File: config.mk
export PLATFORM = sky130hd
export DESIGN_NAME = fifo_evicting_key_value_table_flat
export DESIGN_NICKNAME = d
export VERILOG_FILES = /design/src/design/kvt_pkg.sv /design/src/design/kvt_req_if.sv /design/src/design/kvt_rsp_if.sv /design/src/design/kvt_ram.sv /design/src/design/fifo_evicting_key_value_table.sv /design/src/flat_wrapper.sv
export SDC_FILE = /design/constraint.sdc
export NUM_CORES = 1
export LEC_CHECK = 0
export BUFFER_PORTS_ARGS = -buffer_cell sky130_fd_sc_hd__buf_4
export CAP_MARGIN = 5
export CORE_ASPECT_RATIO = 1.2
export CORE_MARGIN = 2
export CORE_UTILIZATION = 55
export DETAILED_ROUTE_END_ITERATION = 12
export MAX_ROUTING_LAYER = met4
export PLACE_DENSITY = 0.72
export SLEW_MARGIN = 20
export SYNTH_ARGS = -nofsm -noshare
export SYNTH_HDL_FRONTEND = slang
export SYNTH_SLANG_ARGS = --single-unit
File: constraint.sdc
create_clock -name clk -period 5.4 [get_ports clk]
set_input_delay 0.54 -clock clk [delete_from_list [all_inputs] [get_ports clk]]
set_output_delay 0.54 -clock clk [all_outputs]
set_load 0.02 [all_outputs]
File: src/design/kvt_pkg.sv
// ----------------------------------------------------------------------------
// kvt_pkg
// Types, constants and helpers for the FIFO-replacement key/value table.
// ----------------------------------------------------------------------------
package kvt_pkg;

  localparam int ENTRIES = 8;
  localparam int KEY_W   = 32;
  localparam int VAL_W   = 32;
  localparam int ADDR_W  = (ENTRIES > 1) ? $clog2(ENTRIES) : 1;
  localparam int CNT_W   = $clog2(ENTRIES + 1);
  localparam int SUM_W   = CNT_W + 1;

  typedef logic [KEY_W-1:0]        key_t;
  typedef logic signed [VAL_W-1:0] value_t;
  typedef logic [ADDR_W-1:0]       addr_t;
  typedef logic [CNT_W-1:0]        cnt_t;

  typedef enum logic {
    OP_ADD    = 1'b0,
    OP_ACCESS = 1'b1
  } kvt_op_t;

  typedef enum logic [1:0] {
    ST_IDLE,
    ST_READ,
    ST_CMP,
    ST_DONE
  } kvt_state_t;

  // Physical slot of the entry that lies off places after the oldest one.
  function automatic addr_t wrap_addr(addr_t head, cnt_t off);
    logic [SUM_W-1:0] sum;
    sum = SUM_W'(head) + SUM_W'(off);
    if (sum >= SUM_W'(ENTRIES)) begin
      sum = sum - SUM_W'(ENTRIES);
    end
    return sum[ADDR_W-1:0];
  endfunction

endpackage

File: src/design/kvt_req_if.sv
// ----------------------------------------------------------------------------
// kvt_req_if
// Request channel: one add or access word with valid/ready handshake.
// ----------------------------------------------------------------------------
interface kvt_req_if;
  import kvt_pkg::*;

  logic    valid;
  logic    ready;
  kvt_op_t op;
  key_t    key;
  value_t  entry_value;

  modport source (output valid, output op, output key, output entry_value, input ready);
  modport sink   (input valid, input op, input key, input entry_value, output ready);
endinterface

File: src/design/kvt_rsp_if.sv
// ----------------------------------------------------------------------------
// kvt_rsp_if
// Response channel: hit flag, read value and eviction flag per request.
// ----------------------------------------------------------------------------
interface kvt_rsp_if;
  import kvt_pkg::*;

  logic   valid;
  logic   ready;
  logic   hit;
  value_t read_value;
  logic   evicted;

  modport source (output valid, output hit, output read_value, output evicted, input ready);
  modport sink   (input valid, input hit, input read_value, input evicted, output ready);
endinterface

File: src/design/kvt_ram.sv
// ----------------------------------------------------------------------------
// kvt_ram
// Generic single-write, single-read RAM with a registered read port.
// ----------------------------------------------------------------------------
module kvt_ram #(
  parameter  int WIDTH = 32,
  parameter  int DEPTH = 8,
  localparam int AW    = (DEPTH > 1) ? $clog2(DEPTH) : 1
) (
  input  logic             clk,
  input  logic             we,
  input  logic [AW-1:0]    waddr,
  input  logic [WIDTH-1:0] wdata,
  input  logic [AW-1:0]    raddr,
  output logic [WIDTH-1:0] rdata
);

  logic [WIDTH-1:0] mem [DEPTH];

  always_ff @(posedge clk) begin
    if (we) begin
      mem[waddr] <= wdata;
    end
    rdata <= mem[raddr];
  end

endmodule

File: src/design/fifo_evicting_key_value_table.sv
// ----------------------------------------------------------------------------
// fifo_evicting_key_value_table
// Fully associative key/value table with first-in-first-out replacement.
// ----------------------------------------------------------------------------
// Usage:
//   req carries one word per request: op (add or access), key, entry_value.
//   rsp returns one word per request: hit, read_value, evicted.
//   Keys and values sit in two RAMs arranged as a ring; head marks the
//   oldest slot, so eviction overwrites the head slot and advances it
//   instead of shifting every entry.
//   A request scans the valid entries oldest first, one RAM read and one
//   compare per entry, and stops at the first match; 0 to ENTRIES entries
//   are scanned. The response becomes valid in the same cycle in which
//   req.ready returns.
//   One request is in the block at a time; a finished response waits in
//   the output register, and the next request may be accepted meanwhile.
//   If rsp.ready stays low, the following request completes its scan and
//   then holds until the output register frees.
//   Reset (rst, synchronous) empties the table at once: fill count and
//   head go to zero and RAM contents are simply ignored until written.
// ----------------------------------------------------------------------------
module fifo_evicting_key_value_table (
  input logic   clk,
  input logic   rst,
  kvt_req_if.sink   req,
  kvt_rsp_if.source rsp
);
  import kvt_pkg::*;

  kvt_state_t state, state_next;
  kvt_op_t    op_q;
  key_t       key_q;
  value_t     val_q;
  cnt_t       idx;
  cnt_t       fill;
  addr_t      head;
  addr_t      match_addr;
  logic       res_hit;
  value_t     res_rd;

  logic       rsp_valid;
  logic       rsp_hit;
  value_t     rsp_read_value;
  logic       rsp_evicted;

  addr_t      rd_addr;
  addr_t      wr_addr;
  key_t       key_rdata;
  logic [VAL_W-1:0] val_rdata;
  logic       key_we;
  logic       val_we;
  logic       accept;
  logic       key_match;
  logic       last_entry;
  logic       finish;
  logic       full;
  cnt_t       idx_inc;

  assign req.ready = (state == ST_IDLE);
  assign accept    = req.valid && req.ready;
  assign full      = (fill == cnt_t'(ENTRIES));
  assign idx_inc   = cnt_t'(idx + 1'b1);
  assign rd_addr   = wrap_addr(head, idx);
  assign key_match = (key_rdata == key_q);
  assign last_entry = (idx_inc == fill);

  // Writes happen only as a request finishes; the next read follows the return
  // to ST_IDLE and a new accept, so the read port never sees a stale entry.
  always_comb begin
    state_next = state;
    finish     = 1'b0;
    unique case (state)
      ST_IDLE: begin
        if (accept) begin
          state_next = (fill == '0) ? ST_DONE : ST_READ;
        end
      end
      ST_READ: begin
        state_next = ST_CMP;
      end
      ST_CMP: begin
        if (key_match || last_entry) begin
          state_next = ST_DONE;
        end else begin
          state_next = ST_READ;
        end
      end
      ST_DONE: begin
        if (!rsp_valid || rsp.ready) begin
          finish     = 1'b1;
          state_next = ST_IDLE;
        end
      end
      default: state_next = ST_IDLE;
    endcase
  end

  always_comb begin
    priority if (res_hit) begin
      wr_addr = match_addr;
    end else if (full) begin
      wr_addr = head;
    end else begin
      wr_addr = wrap_addr(head, fill);
    end
    val_we = finish && (op_q == OP_ADD);
    key_we = val_we && !res_hit;
  end

  always_ff @(posedge clk) begin
    if (rst) begin
      state <= ST_IDLE;
    end else begin
      state <= state_next;
    end
  end

  always_ff @(posedge clk) begin
    if (rst) begin
      fill <= '0;
      head <= '0;
    end else if (key_we) begin
      if (full) begin
        head <= (head == addr_t'(ENTRIES - 1)) ? '0 : addr_t'(head + 1'b1);
      end else begin
        fill <= cnt_t'(fill + 1'b1);
      end
    end
  end

  always_ff @(posedge clk) begin
    if (accept) begin
      op_q    <= req.op;
      key_q   <= req.key;
      val_q   <= req.entry_value;
      idx     <= '0;
      res_hit <= 1'b0;
      res_rd  <= '0;
    end else if (state == ST_CMP) begin
      if (key_match) begin
        res_hit    <= 1'b1;
        match_addr <= rd_addr;
        if (op_q == OP_ACCESS) begin
          res_rd <= value_t'(val_rdata);
        end
      end else begin
        idx <= idx_inc;
      end
    end
  end

  always_ff @(posedge clk) begin
    if (rst) begin
      rsp_valid <= 1'b0;
    end else if (finish) begin
      rsp_valid <= 1'b1;
    end else if (rsp.ready) begin
      rsp_valid <= 1'b0;
    end
  end

  always_ff @(posedge clk) begin
    if (finish) begin
      rsp_hit        <= res_hit;
      rsp_read_value <= res_rd;
      rsp_evicted    <= (op_q == OP_ADD) && !res_hit && full;
    end
  end

  assign rsp.valid      = rsp_valid;
  assign rsp.hit        = rsp_hit;
  assign rsp.read_value = rsp_read_value;
  assign rsp.evicted    = rsp_evicted;

  kvt_ram #(
    .WIDTH (KEY_W),
    .DEPTH (ENTRIES)
  ) u_key_ram (
    .clk   (clk),
    .we    (key_we),
    .waddr (wr_addr),
    .wdata (key_q),
    .raddr (rd_addr),
    .rdata (key_rdata)
  );

  kvt_ram #(
    .WIDTH (VAL_W),
    .DEPTH (ENTRIES)
  ) u_val_ram (
    .clk   (clk),
    .we    (val_we),
    .waddr (wr_addr),
    .wdata (val_q),
    .raddr (rd_addr),
    .rdata (val_rdata)
  );

endmodule

File: src/flat_wrapper.sv
// flat-port wrapper written by rule: the top's interface ports become plain ports
module fifo_evicting_key_value_table_flat import kvt_pkg::*;
  (clk, rst, req_valid, req_op, req_key, req_entry_value, req_ready, rsp_valid, rsp_hit, rsp_read_value, rsp_evicted, rsp_ready);
  kvt_req_if req_i ();
  kvt_rsp_if rsp_i ();
  input logic clk;
  input logic rst;
  input wire logic [$bits(req_i.valid)-1:0] req_valid;
  input wire logic [$bits(req_i.op)-1:0] req_op;
  input wire logic [$bits(req_i.key)-1:0] req_key;
  input wire logic [$bits(req_i.entry_value)-1:0] req_entry_value;
  output wire logic [$bits(req_i.ready)-1:0] req_ready;
  output wire logic [$bits(rsp_i.valid)-1:0] rsp_valid;
  output wire logic [$bits(rsp_i.hit)-1:0] rsp_hit;
  output wire logic [$bits(rsp_i.read_value)-1:0] rsp_read_value;
  output wire logic [$bits(rsp_i.evicted)-1:0] rsp_evicted;
  input wire logic [$bits(rsp_i.ready)-1:0] rsp_ready;
  assign req_i.valid = req_valid;
  assign req_i.op = req_op;
  assign req_i.key = req_key;
  assign req_i.entry_value = req_entry_value;
  assign req_ready = req_i.ready;
  assign rsp_valid = rsp_i.valid;
  assign rsp_hit = rsp_i.hit;
  assign rsp_read_value = rsp_i.read_value;
  assign rsp_evicted = rsp_i.evicted;
  assign rsp_i.ready = rsp_ready;
  fifo_evicting_key_value_table u_core (.clk(clk), .rst(rst), .req(req_i), .rsp(rsp_i));
endmodule
==> impl_table.tex <==
\begin{tabular}{lr}
\hline
Metric & Value \\
\hline
\multicolumn{2}{l}{\textbf{Outcome}} \\
\quad Run status & finished, final reports clean \\
\multicolumn{2}{l}{\textbf{Logic synthesis}} \\
\quad Cell type contributing the most total cell area after synthesis & sky130\_fd\_sc\_hd\_\_edfxtp\_1 \\
\quad Portion of netlist area occupied by mux cells & $\sim$15\% \\
\quad Commonest cells post-synth & sky130\_fd\_sc\_hd\_\_edfxtp\_1, sky130\_fd\_sc\_hd\_\_dfxtp\_1, sky130\_fd\_sc\_hd\_\_mux4\_1 \\
\quad Synthesized-area fraction occupied by adder cells & less than 1\% \\
\quad Most frequent cell after synthesis & sky130\_fd\_sc\_hd\_\_edfxtp\_1 \\
\quad Area share of and/or/nand/nor cells after synthesis & between 2 and 3\% \\
\quad Fraction of the mapped netlist area in compound gates & under 10\% \\
\quad Sequential-to-total area share from yosys stat & between 70 and 80\% \\
\quad Mean instance size in the synthesized netlist & 21.58 um\^{}2 \\
\quad Main combinational cell family by area after synthesis & multiplexers \\
\quad Net Count, Synth & 1320 \\
\quad Largest cells by area after synthesis & sky130\_fd\_sc\_hd\_\_edfxtp\_1, sky130\_fd\_sc\_hd\_\_mux4\_1, sky130\_fd\_sc\_hd\_\_dfxtp\_1 \\
\quad Number of instances in the synthesized netlist & $\sim$1200 \\
\quad XOR/XNOR share of the synthesized area & $\sim$1.5\% \\
\quad Cell area after technology mapping & about 27000 um\^{}2 \\
\quad Most frequently used flop master after synthesis & sky130\_fd\_sc\_hd\_\_edfxtp\_1 \\
\quad Share of synthesized registers carrying an async set or reset & 0\% \\
\quad Yosys warnings & 0 \\
\quad \#FFs+latches synth & about 730 \\
\quad Fraction of synthesized cell area taken by the top area cell type & between 60\% and 70\% \\
\quad EDFF count, synth & 614 \\
\quad Synth cell types & 47 \\
\multicolumn{2}{l}{\textbf{Timing}} \\
\quad Setup ws final & $\sim$1.9 ns \\
\quad Fin Clk Skew & approximately 0.032 ns \\
\quad Slew Limit Fails & 0 \\
\quad Clock period minus final worst setup slack & between 3 and 4 ns \\
\quad Actual transition at the worst max-transition pin & between 0.9 and 1 ns \\
\quad RSZ-0062 raised after global routing & false \\
\quad Share of the cycle needed by the critical path after routing & 65.33\% \\
\quad Fmax & approximately 0.28 GHz \\
\quad Setup-violating endpoint count in the final report & 0 \\
\quad Post-Route Setup TNS & 0 ns \\
\quad Slew margin rel. & roughly 37\% \\
\quad Final hold violations & 0 \\
\multicolumn{2}{l}{\textbf{Clock network}} \\
\quad Post-CTS setup buffer count & 0 \\
\quad CTS Hold Buffers Added & 0 \\
\quad H-tree depth & 3 \\
\quad Buffers from clock root to sink, at most & 3 \\
\quad CTS buffer count & 70 \\
\quad Clock tree from TritonCTS & done \\
\quad Clock insertion delay at the later pin of the skew report & approximately 0.60 ns \\
\quad Clock sink total & about 730 \\
\quad Master cell of the clock root buffer & sky130\_fd\_sc\_hd\_\_clkbuf\_16 \\
\quad Resized Gates After CTS & 0 \\
\quad CTS clk-pin slew, worst paths & 0.07 ns \\
\multicolumn{2}{l}{\textbf{Finish}} \\
\quad Layout cells sized above 1 & a little over a quarter \\
\quad \# fillers & around 3100 \\
\quad Area of combinational cells with multiple inputs & slightly below 6000 um\^{}2 \\
\quad Layout Nets & between 1000 and 1500 \\
\quad Diode count & 0 \\
\quad Area growth from synthesis to layout & 14.75\% \\
\quad Footprint of the flip-flops and latches & between 20000 and 25000 um\^{}2 \\
\quad Final Non-Filler Cells & slightly above 2000 \\
\multicolumn{2}{l}{\textbf{Die}} \\
\quad Placeable core region & between 40000 and 50000 um\^{}2 \\
\quad Die span in y & about 250 um \\
\quad Std-Cell Rows & $\sim$90 \\
\quad Die area & 50520 um\^{}2 \\
\quad Ports placed on the boundary & 105 \\
\quad Die X-Extent & about 210 um \\
\quad Effective utilization at floorplan & roughly 56\% \\
\multicolumn{2}{l}{\textbf{Critical path}} \\
\quad Max FO, Critical Path & 24 \\
\quad Startpoint Class & flop \\
\quad Worst setup path class & reg -> reg \\
\quad Endpoint arrival time on the critical path & 3.82 ns \\
\quad Endpoint class of the critical path & flop \\
\quad Data required time of the critical path & 5.69 ns \\
\multicolumn{2}{l}{\textbf{Power}} \\
\quad Power per unit of standard cell area & 431.8 nW/um\^{}2 \\
\quad Static Leak & a little over 10 nW \\
\quad Worst IR Drop VDD & $\sim$0.25 mV \\
\multicolumn{2}{l}{\textbf{GRT}} \\
\quad Combined global-route utilization of all metal layers & between 20\% and 30\% \\
\quad Largest net degree at the start of global routing & between 60 and 70 \\
\quad Vias in the first global route & between 10000 and 15000 \\
\quad First-pass GRT wire length & between 70 and 80 mm \\
\quad Initial antenna violation count & 0 \\
\quad Overflow left after global routing & 0 \\
\multicolumn{2}{l}{\textbf{Job}} \\
\quad \# Max-Cap Violations & 0 \\
\multicolumn{2}{l}{\textbf{Detailed routing}} \\
\quad Average via count per standard cell & 5.953 \\
\quad Average routed wire per standard cell & about 25 um \\
\quad Via Count & 12300 \\
\quad Post-route DRC violation count & 0 \\
\quad Remaining antenna violation count & 0 \\
\quad DR pass1 iterations & 5 \\
\quad Iteration-0 DRC count of the detailed router & between 800 and 900 \\
\quad Total routed wirelength & 51.16 mm \\
\multicolumn{2}{l}{\textbf{Worst hold path}} \\
\quad Path class of the lowest-slack min-delay path & in -> reg \\
\multicolumn{2}{l}{\textbf{Placement}} \\
\quad Number of buffers inserted by port buffering & between 100 and 150 \\
\quad Worst slack at placement & $\sim$1.8 ns \\
\quad Final estimated routing congestion in global placement & 0.7719 \\
\quad Detailed placer's ending HPWL & roughly 27 mm \\
\quad Placed Cells & $\sim$1900 \\
\hline
\end{tabular}
-- path summary, 6_finish.rpt --
kind	to	depth (start not counted)	start	slack, ns
max	u_core.u_val_ram.mem[0][11]$_DFFE_PP_	9	u_core.head[0]$_SDFFE_PP0P_	1.87
min	u_core.val_q[13]$_DFFE_PP_	1	req_entry_value[13]	0.11
max reg2reg	u_core.u_val_ram.mem[0][11]$_DFFE_PP_	9	u_core.head[0]$_SDFFE_PP0P_	1.87
min reg2reg	u_core.rsp.read_value[25]$_DFFE_PP_	0	u_core.res_rd[25]$_SDFFE_PP0P_	0.43
-- layer usage --
| metal | global-route usage, % | up-vias | share of wire (%) | wire length [um] |
|---|---|---|---|---|
| met5 | - | - | 0 | 0 |
| met4 | 7.173 | 0 | 2.2 | 1124 |
| met3 | 3.658 | 74 | 4.6 | 2376 |
| met2 | 35.98 | 310 | 53 | 26990 |
| met1 | 26.41 | 6485 | 40 | 20670 |
| li1 | - | 5435 | - | - |
-- power by group --
part           total (mW)  switching (mW)  internal (mW)
Combinational        1.71           0.775          0.935
Sequential           6.65           0.214           6.44
Clock                4.92            2.00           2.92
Total                13.3            2.99           10.3
-- layout by cell type (no fill, tap or decap), types with 3 or more instances in the layout --
cell / n
sky130_fd_sc_hd__edfxtp_1: 614
sky130_fd_sc_hd__buf_4: 126
sky130_fd_sc_hd__dfxtp_1: 111
sky130_fd_sc_hd__mux4_1: 91
sky130_fd_sc_hd__clkbuf_16: 70
sky130_fd_sc_hd__mux2_2: 64
sky130_fd_sc_hd__a21oi_1: 38
sky130_fd_sc_hd__mux4_2: 37
sky130_fd_sc_hd__xor2_1: 37
sky130_fd_sc_hd__nand4_1: 34
sky130_fd_sc_hd__o31ai_1: 33
sky130_fd_sc_hd__clkbuf_1: 18
sky130_fd_sc_hd__nand2_1: 17
sky130_fd_sc_hd__nor2_4: 13
sky130_fd_sc_hd__clkinv_2: 12
sky130_fd_sc_hd__bufinv_16: 9
sky130_fd_sc_hd__nor4_2: 8
sky130_fd_sc_hd__nor2_1: 7
sky130_fd_sc_hd__inv_1: 6
sky130_fd_sc_hd__mux2i_1: 6
sky130_fd_sc_hd__ha_1: 6
sky130_fd_sc_hd__clkbuf_8: 6
sky130_fd_sc_hd__o21a_1: 5
sky130_fd_sc_hd__nand3_1: 5
sky130_fd_sc_hd__nor3_2: 5
sky130_fd_sc_hd__xnor2_1: 5
sky130_fd_sc_hd__inv_6: 4
sky130_fd_sc_hd__buf_12: 4
sky130_fd_sc_hd__nor2b_1: 3
sky130_fd_sc_hd__nor3_1: 3
sky130_fd_sc_hd__clkinv_1: 3
-- logic make-up (layout without fill, tap and decap cells) --
family | Yosys count | count (layout)
AOI/OAI and AO/OA | 85 | 85
xor gates and xnor gates | 44 | 44
adders and majority gates | 9 | 9
buffers and inverters | 70 | 265
DFF | 725 | 725
muxes | 198 | 198
and+or+nand+nor | 111 | 111
-- layout make-up --
| class | instances | share of cell area [%] |
|---|---|---|
| Clock buffer | 94 | 6.183 |
| Clock inverter | 33 | 1.383 |
| Inverter | 7 | 0.09356 |
| Multi-Input combinational cell | 447 | 19.18 |
| Sequential cell | 725 | 67.17 |
| Tap cell | 630 | 2.563 |
| Timing Repair Buffer | 131 | 3.425 |
-- worst max-delay path, stage by stage, from the launching register on --
cell and delay, ns:
sky130_fd_sc_hd__dfxtp_1 0.46, sky130_fd_sc_hd__ha_1 0.19, sky130_fd_sc_hd__inv_1 0.04, sky130_fd_sc_hd__fa_1 0.37
sky130_fd_sc_hd__xor2_1 0.16, sky130_fd_sc_hd__o21a_1 0.19, sky130_fd_sc_hd__o31ai_1 0.29, sky130_fd_sc_hd__nand3_1 0.35
sky130_fd_sc_hd__nor2_4 0.83, sky130_fd_sc_hd__buf_4 0.33
-- flip-flops by register name (all words and copies together), names as in the netlist, 32 cells and up --
signal / flops
u_core.u_key_ram.mem: 256
u_core.val_q: 32
u_core.key_q: 32
u_core.u_val_ram.rdata: 32
u_core.rsp.read_value: 32
u_core.u_val_ram.mem: 256
u_core.res_rd: 32
u_core.u_key_ram.rdata: 32
-- through the flow --
stage	util (%)	hold slack, ns	instance area, um^2	power (mW)
4_1_cts	63.74	0.08373	30670	13.42
5_1_grt	63.92	0.09736	30760	13.74
2_1_floorplan	-	0.4083	26800	8.056
6_report	63.92	0.1126	30760	13.28
3_5_place_dp	58.90	0.4173	28340	8.497
3_3_place_gp	58.90	0.4177	28340	8.461
No activity file was read; power rests on OpenSTA's default activity.
